<file path="src/rtl/cfpr_pkg.sv">
package cfpr_pkg;

   typedef enum logic [1:0] {
      OP_RX_BYTE = 2'd0,
      OP_ABORT   = 2'd1,
      OP_RELEASE = 2'd2,
      OP_READ    = 2'd3
   } opcode_type;

   typedef enum logic [1:0] {
      PH_LEN     = 2'd0,
      PH_PAYLOAD = 2'd1,
      PH_CRC_LO  = 2'd2,
      PH_CRC_HI  = 2'd3
   } rx_phase_type;

   localparam logic [15:0] CRC_INIT = 16'hFFFF;
   localparam logic [15:0] CRC_XOUT = 16'hFFFF;
   localparam logic [15:0] CRC_POLY = 16'h8408;

   // reflected CRC-16-CCITT, one byte, LSB first
   function automatic logic [15:0] crc_add(input logic [15:0] crc, input logic [7:0] b);
      logic [15:0] c;
      c = crc ^ {8'h00, b};
      for (int i = 0; i < 8; i++) begin
         if (c[0]) begin
            c = (c >> 1) ^ CRC_POLY;
         end else begin
            c = c >> 1;
         end
      end
      return c;
   endfunction

endpackage

</file>
<file path="src/rtl/crc_framed_packet_receiver.sv">
// Channel | Direction | Ports
// --------+-----------+-------------------------------------------------------------
// req     | in        | req_valid, req_stall, req_opcode, req_data_byte,
//         |           | req_buffer_sel, req_byte_index
// rsp     | out       | rsp_valid, rsp_stall, rsp_frame_ready, rsp_crc_bad,
//         |           | rsp_length_dropped, rsp_ready_buffer, rsp_ready_pending,
//         |           | rsp_ready_length, rsp_read_data
//
// One word accepted per cycle while req_stall is low; its response word passes through the
// payload store read and the output register.
// After reset the payload store is zeroed one byte a cycle, and req_stall stays high
// until the clearing pass is done.
// rsp_stall holds the output register; req_stall rises while the store is cleared, or
// when the read stage is full and the output register is full and stalled.
module crc_framed_packet_receiver #(
   parameter int MTU = 32
) (
   input  logic       clock,
   input  logic       reset,
   input  logic       req_valid,
   output logic       req_stall,
   input  logic [1:0] req_opcode,
   input  logic [7:0] req_data_byte,
   input  logic       req_buffer_sel,
   input  logic [4:0] req_byte_index,
   output logic       rsp_valid,
   input  logic       rsp_stall,
   output logic       rsp_frame_ready,
   output logic       rsp_crc_bad,
   output logic       rsp_length_dropped,
   output logic       rsp_ready_buffer,
   output logic       rsp_ready_pending,
   output logic [7:0] rsp_ready_length,
   output logic [7:0] rsp_read_data
);

   localparam int DEPTH = 2 * MTU;
   localparam int AW    = $clog2(DEPTH);
   localparam int CW    = $clog2(MTU);
   localparam logic [AW-1:0] BUF1_BASE = AW'(MTU);
   localparam logic [AW-1:0] LAST_ADDR = AW'(DEPTH - 1);
   localparam logic [CW-1:0] COUNT_MAX = CW'(MTU - 1);
   localparam logic [8:0]    MTU_W     = 9'(MTU);

   // receive state
   cfpr_pkg::rx_phase_type phase_ff, phase_in;
   logic [15:0]   crc_ff, crc_in;
   logic [CW-1:0] count_ff, count_in;
   logic [7:0]    crc_low_ff, crc_low_in;
   logic          fill_ff, fill_in;
   logic          ready_idx_ff, ready_idx_in;
   logic [1:0]    buf_new_ff, buf_new_in;
   logic [7:0]    len_ff [2];
   logic [7:0]    len_in [2];

   // clearing pass
   logic          clear_ff;
   logic [AW-1:0] clear_addr_ff;

   // payload store
   logic [7:0]    mem [DEPTH];
   logic [7:0]    mem_rdata_ff;
   logic          wr_en;
   logic [AW-1:0] wr_addr;
   logic [AW-1:0] rd_addr;

   // read stage
   logic       s1_valid_ff, s1_valid_in;
   logic       s1_frame_ready_ff, s1_crc_bad_ff, s1_dropped_ff;
   logic       s1_ready_buf_ff, s1_pending_ff, s1_use_rd_ff;
   logic [7:0] s1_ready_len_ff;

   // output register
   logic       rsp_valid_ff, rsp_valid_in;
   logic       o_frame_ready_ff, o_crc_bad_ff, o_dropped_ff;
   logic       o_ready_buf_ff, o_pending_ff;
   logic [7:0] o_ready_len_ff, o_read_data_ff;

   logic          accept;
   logic          out_free;
   logic          ev_frame_ready, ev_crc_bad, ev_dropped;
   logic [15:0]   crc_upd;
   logic [CW-1:0] count_next;
   logic          rd_in_range;
   cfpr_pkg::opcode_type op;

   assign op          = cfpr_pkg::opcode_type'(req_opcode);
   assign out_free    = !rsp_valid_ff || !rsp_stall;
   assign req_stall   = clear_ff || (s1_valid_ff && !out_free);
   assign accept      = req_valid && !req_stall;
   assign crc_upd     = cfpr_pkg::crc_add(crc_ff, req_data_byte);
   assign count_next  = (count_ff == COUNT_MAX) ? count_ff : count_ff + 1'b1;
   assign rd_in_range = {4'b0000, req_byte_index} < MTU_W;
   assign rd_addr     = req_buffer_sel ? BUF1_BASE + AW'(req_byte_index)
                                       : AW'(req_byte_index);

   always_comb begin
      phase_in       = phase_ff;
      crc_in         = crc_ff;
      count_in       = count_ff;
      crc_low_in     = crc_low_ff;
      fill_in        = fill_ff;
      ready_idx_in   = ready_idx_ff;
      buf_new_in     = buf_new_ff;
      len_in         = len_ff;
      ev_frame_ready = 1'b0;
      ev_crc_bad     = 1'b0;
      ev_dropped     = 1'b0;
      wr_en          = 1'b0;
      wr_addr        = fill_ff ? BUF1_BASE + AW'(count_ff) : AW'(count_ff);
      unique case (op)
         cfpr_pkg::OP_RX_BYTE: begin
            unique case (phase_ff)
               cfpr_pkg::PH_LEN: begin
                  if (buf_new_ff[fill_ff]) begin
                     ev_dropped = 1'b1;
                     crc_in     = cfpr_pkg::CRC_INIT;
                  end else begin
                     crc_in          = crc_upd;
                     len_in[fill_ff] = req_data_byte;
                     count_in        = '0;
                     phase_in        = cfpr_pkg::PH_PAYLOAD;
                  end
               end
               cfpr_pkg::PH_PAYLOAD: begin
                  wr_en    = 1'b1;
                  crc_in   = crc_upd;
                  count_in = count_next;
                  if (9'(count_next) == {1'b0, len_ff[fill_ff]}) begin
                     crc_in   = crc_upd ^ cfpr_pkg::CRC_XOUT;
                     phase_in = cfpr_pkg::PH_CRC_LO;
                  end
               end
               cfpr_pkg::PH_CRC_LO: begin
                  crc_low_in = req_data_byte;
                  phase_in   = cfpr_pkg::PH_CRC_HI;
               end
               cfpr_pkg::PH_CRC_HI: begin
                  if ({req_data_byte, crc_low_ff} == crc_ff) begin
                     ready_idx_in        = fill_ff;
                     buf_new_in[fill_ff] = 1'b1;
                     fill_in             = !fill_ff;
                     ev_frame_ready      = 1'b1;
                  end else begin
                     ev_crc_bad = 1'b1;
                  end
                  phase_in = cfpr_pkg::PH_LEN;
                  crc_in   = cfpr_pkg::CRC_INIT;
               end
               default: begin
                  phase_in = cfpr_pkg::PH_LEN;
               end
            endcase
         end
         cfpr_pkg::OP_ABORT: begin
            phase_in = cfpr_pkg::PH_LEN;
            crc_in   = cfpr_pkg::CRC_INIT;
         end
         cfpr_pkg::OP_RELEASE: begin
            buf_new_in[req_buffer_sel] = 1'b0;
         end
         cfpr_pkg::OP_READ: begin
         end
         default: begin
         end
      endcase
   end

   always_ff @(posedge clock) begin
      if (reset) begin
         phase_ff     <= cfpr_pkg::PH_LEN;
         crc_ff       <= cfpr_pkg::CRC_INIT;
         count_ff     <= '0;
         crc_low_ff   <= '0;
         fill_ff      <= 1'b0;
         ready_idx_ff <= 1'b1;
         buf_new_ff   <= '0;
         len_ff[0]    <= '0;
         len_ff[1]    <= '0;
      end else if (accept) begin
         phase_ff     <= phase_in;
         crc_ff       <= crc_in;
         count_ff     <= count_in;
         crc_low_ff   <= crc_low_in;
         fill_ff      <= fill_in;
         ready_idx_ff <= ready_idx_in;
         buf_new_ff   <= buf_new_in;
         len_ff       <= len_in;
      end
   end

   // zero the store after reset
   always_ff @(posedge clock) begin
      if (reset) begin
         clear_ff      <= 1'b1;
         clear_addr_ff <= '0;
      end else if (clear_ff) begin
         clear_addr_ff <= clear_addr_ff + 1'b1;
         if (clear_addr_ff == LAST_ADDR) begin
            clear_ff <= 1'b0;
         end
      end
   end

   always_ff @(posedge clock) begin
      if (clear_ff) begin
         mem[clear_addr_ff] <= 8'h00;
      end else if (accept && wr_en) begin
         mem[wr_addr] <= req_data_byte;
      end
   end

   // read data holds while the read stage waits
   always_ff @(posedge clock) begin
      if (accept) begin
         mem_rdata_ff <= mem[rd_addr];
      end
   end

   always_comb begin
      s1_valid_in = s1_valid_ff;
      if (accept) begin
         s1_valid_in = 1'b1;
      end else if (out_free) begin
         s1_valid_in = 1'b0;
      end
      rsp_valid_in = out_free ? s1_valid_ff : rsp_valid_ff;
   end

   always_ff @(posedge clock) begin
      if (reset) begin
         s1_valid_ff  <= 1'b0;
         rsp_valid_ff <= 1'b0;
      end else begin
         s1_valid_ff  <= s1_valid_in;
         rsp_valid_ff <= rsp_valid_in;
      end
   end

   always_ff @(posedge clock) begin
      if (accept) begin
         s1_frame_ready_ff <= ev_frame_ready;
         s1_crc_bad_ff     <= ev_crc_bad;
         s1_dropped_ff     <= ev_dropped;
         s1_ready_buf_ff   <= ready_idx_in;
         s1_pending_ff     <= buf_new_in[ready_idx_in];
         s1_ready_len_ff   <= len_in[ready_idx_in];
         s1_use_rd_ff      <= (op == cfpr_pkg::OP_READ) && rd_in_range;
      end
   end

   always_ff @(posedge clock) begin
      if (out_free && s1_valid_ff) begin
         o_frame_ready_ff <= s1_frame_ready_ff;
         o_crc_bad_ff     <= s1_crc_bad_ff;
         o_dropped_ff     <= s1_dropped_ff;
         o_ready_buf_ff   <= s1_ready_buf_ff;
         o_pending_ff     <= s1_pending_ff;
         o_ready_len_ff   <= s1_ready_len_ff;
         o_read_data_ff   <= s1_use_rd_ff ? mem_rdata_ff : 8'h00;
      end
   end

   assign rsp_valid          = rsp_valid_ff;
   assign rsp_frame_ready    = o_frame_ready_ff;
   assign rsp_crc_bad        = o_crc_bad_ff;
   assign rsp_length_dropped = o_dropped_ff;
   assign rsp_ready_buffer   = o_ready_buf_ff;
   assign rsp_ready_pending  = o_pending_ff;
   assign rsp_ready_length   = o_ready_len_ff;
   assign rsp_read_data      = o_read_data_ff;

endmodule

</file>
<file path="config.mk">
export PLATFORM = sky130hd
export DESIGN_NAME = crc_framed_packet_receiver
export DESIGN_NICKNAME = d
export VERILOG_FILES = /design/src/rtl/cfpr_pkg.sv /design/src/rtl/crc_framed_packet_receiver.sv
export SDC_FILE = /design/constraint.sdc
export NUM_CORES = 1
export LEC_CHECK = 0
export ABC_AREA = 1
export BUFFER_PORTS_ARGS = -buffer_cell sky130_fd_sc_hd__buf_2
export CAP_MARGIN = 5
export CORE_MARGIN = 1.5
export CORE_UTILIZATION = 33
export DETAILED_ROUTE_END_ITERATION = 16
export GPL_ROUTABILITY_DRIVEN = 1
export PLACE_DENSITY = 0.55
export RECOVER_POWER = 100
export SYNTH_ARGS = -nofsm -noshare
export SYNTH_HDL_FRONTEND = slang
export SYNTH_SLANG_ARGS = --single-unit
</file>
<file path="constraint.sdc">
create_clock -name clock -period 9.22 [get_ports clock]
set_clock_uncertainty 0.15 [all_clocks]
set_input_delay 1.844 -clock clock [delete_from_list [all_inputs] [get_ports clock]]
set_output_delay 1.844 -clock clock [all_outputs]
set_load 0.01 [all_outputs]
</file>
==> impl_metrics.toml <==
[power]
seqPwrFrac = 0.503
power_frac_clock = 0.449
power_density_nw_per_um2 = 204.2
p_switching_mw = 1.313
total_power_mw = 5.980
p_leak_nw = 10.37
ir_drop_mv = 0.1179
p_comb_frac = 0.048
p_int_mw = 4.667
switching_share = 0.2196

[synth]
ys_types = 40
ys_top_cells_by_area = "edfxtp_1, o21ai_0, nor2_1"
synth_compound_area_frac = 0.1217
muxShareOfSynthArea = 0
yosys.area_share.simple = 0.1427
yosys_register_bits = 615
synth_top_family_by_area = "simple AND/OR/NAND/NOR gates"
synth_area_um2 = 26060
synth_cells = 2404
synth-adder-area-share = 0.002881
yosys_warnings = 0
ys_seq_area_frac = 0.6856
synthXorXnorAreaFrac = 0.007730
synth.avg_cell_area_um2 = 10.84
netlist.area_leader.share = 0.6395
syn-num-nets = 2430
synth_area_leader_cell = "edfxtp_1"

[global_routing]
grt.total_usage = 0.1758
grt_antenna_before_repair = 0
grt_pass1_wl_mm = 108.8
grt_pass1_vias = 18021
grt_max_degree = 139
grt-ovfl-total = 0

[clock_network]
ctsRootBufferMaster = "clkbuf_16"
numClockSinks = 615
cts_buffers = 68
clock_latency_ns = 0.61
cts.clk_slew.worst_paths_ns = 0.06
hold_buffers = 0
cts-resized-gates = 0
post-cts-setup-buffers = 0
cts_tree = "built"
htreeDepth = 3
clockBufferDepth = 3

[sta]
finalHoldViolations = 0
slew_headroom = -0.6686
finalCritPeriodShare = 0.7412
setup_viol = 0
worst_pin_slew_ns = 2.503
rsz0062_at_grt = "false"
fin_setup_tns_ns = 0
period_minus_slack_ns = 6.834
slew_viol_final = 264
fmax_ghz = 0.1463

[layout]
register_area_um2 = 17870
multi_input_area_um2 = 7148
fillers = 7631
layout.nets = 2421
area_growth_pct = 12.38
diodes = 0
drive_gt1_frac = 0.06691
post-route-util = 0.3762
layout.cells.non_filler = 3491

[worst_setup_path]
slowest_stage = "nor3_1"
cp_cell_sequence = "buf_2 > nand2_1 > nor2_1 > clkinv_1 > nand3_1 > nor3_1 > inv_2 > nand2_1 > nand4_1 > nor2_1"
path_max_fanout = 17
cpPeakStageDelay_ns = 1.47
start_kind = "input port"
cp.required_ns = 9.29
arrival_ns = 6.90
criticalPathCategory = "input port to flop"
critPathCaptureType = "flop"

[route]
drtIter0Drc = 1994
antenna_left = 0
first_pass_iters = 5
vias_per_cell = 5.197
drcViolationCount = 0
wl_mm = 71.91
routedWlPerCell_um = 20.60
vias = 18142

[place]
dpl.hpwl_mm = 42.35
gp_congestion = 0.8754
placed_cells = 3365
io_buffer_count = 42

[run]
maxCapViolations = 6

[floorplanning]
start_util = 0.3348
core_um2 = 77850
die_w_um = 284.0
num_io_pins = 43
num_rows = 102
die-height_um = 284.0
dieArea_um2 = 80670

[status]
outcome = "complete, but fails checks"
violations = "capacitance limit, slew limit"

[min_path]
hold_path_class = "flop to flop"
[sequential cells by signal, indices dropped and copies added, names as in the netlist, 2 cells and up]
name / cells
mem: 512
clear_addr_ff: 6
crc_ff: 16
phase_ff: 2
buf_new_ff: 2
s1_ready_len_ff: 8
count_ff: 5
rsp_ready_length: 8
crc_low_ff: 8
len_ff: 16
mem_rdata_ff: 8
rsp_read_data: 8
[synth_stat cells (all sizes together)]
cell and count:
nand3b 4, o21ai 372, nor2 431, clkbuf 105, edfxtp 555, a21boi 1
or2 2, xor2 19, o211ai 8, o221ai 8, nand2 392, buf 32
nand3 69, inv 121, nor3 6, nand4 13, o21a 8, o22ai 120
ha 6, o21bai 1, a21oi 65, a31oi 1, clkinv 1, dfxtp 60
xnor2 4
[logic make-up after synthesis]
group                      Yosys count
buffers and inverters              259
adders and majority gates            6
DFF                                615
and+or+nand+nor                    917
xor gates and xnor gates            23
AOI/OAI and AO/OA                  584
[routing by layer]
layer	track usage	vias to the layer above	share of wire
met2	0.2899	679	0.48
met5	0	-	0
met4	0.06223	0	0.029
met1	0.2320	8896	0.43
met3	0.03159	133	0.062
li1	-	8434	-
[worst max-delay path: cells and delay by family]
kind	cells	cell delay (ns)
buffers and inverters	3	0.63
and+or+nand+nor	7	4.39
[through the flow]
| step | instance area [µm²] | setup WS (ns) | hold slack, ns |
|---|---|---|---|
| 2_1_floorplan | 26060 | 4.546 | 0.2503 |
| 6_report | 29290 | 2.387 | 0.2612 |
| 4_1_cts | 29420 | 4.309 | 0.2629 |
| 5_1_grt | 29290 | 1.973 | 0.2663 |
| 3_5_place_dp | 27210 | 3.688 | 0.2545 |
| 3_3_place_gp | 27210 | 3.773 | 0.2550 |
[cell usage in the layout, fill, tap and decap left out, types with 2 or more instances in the layout]
master      instances
clkbuf_16          71
clkinv_1           12
buf_2              14
or2_2               2
xnor2_1             4
nand4_1            12
nor2_4              9
nand3b_1            4
nand2_1           387
clkbuf_1           45
clkinv_2           13
o21a_1              8
nand2_2             4
inv_6               5
buf_4              14
dfxtp_1            60
inv_2               7
clkbuf_8            3
inv_1             110
o22ai_1           120
nor2_1            422
nor3_1              6
ha_1                6
clkinvlp_4          4
edfxtp_1          555
a21oi_1            65
bufinv_16           5
o21ai_2             6
xor2_1             19
o21ai_1            18
o21ai_0           348
nand3_1            68
o211ai_1            8
o221ai_1            8
[power by group through the flow]
stage / Combinational, mW / Clock (mW) / Sequential [mW]
after global routing: 0.313 / 2.83 / 3.01
after detailed placement: 0.283 / 0 / 3.07
after global placement: 0.279 / 0 / 3.07
final: 0.285 / 2.68 / 3.01
after CTS: 0.284 / 2.73 / 3.01
after floorplan: 0.189 / 0 / 3.07
[final timing paths]
| kind | startpoint | end | slack (ns) | depth (start not counted) |
|---|---|---|---|---|
| min | s1_ready_len_ff[0]$_DFFE_PN_ | rsp_ready_length[0]$_DFFE_PP_ | 0.26 | 0 |
| max | rsp_stall | mem[58][0]$_DFFE_PP_ | 2.39 | 10 |
| max reg2reg | phase_ff[1]$_SDFFE_PP0P_ | mem[58][0]$_DFFE_PP_ | 3.01 | 8 |
| min reg2reg | s1_ready_len_ff[0]$_DFFE_PN_ | rsp_ready_length[0]$_DFFE_PP_ | 0.26 | 0 |
[layout make-up]
class                   instances  area share
flip-flops and latches        615      0.6100
multi-input cells            1530      0.2441
clock buffers                  91     0.06425
well taps                    1040     0.04443
inverters                     122     0.01585
clock inverters                35     0.01124
repair buffers                 58     0.01012
(Power assumes the default switching activity.)
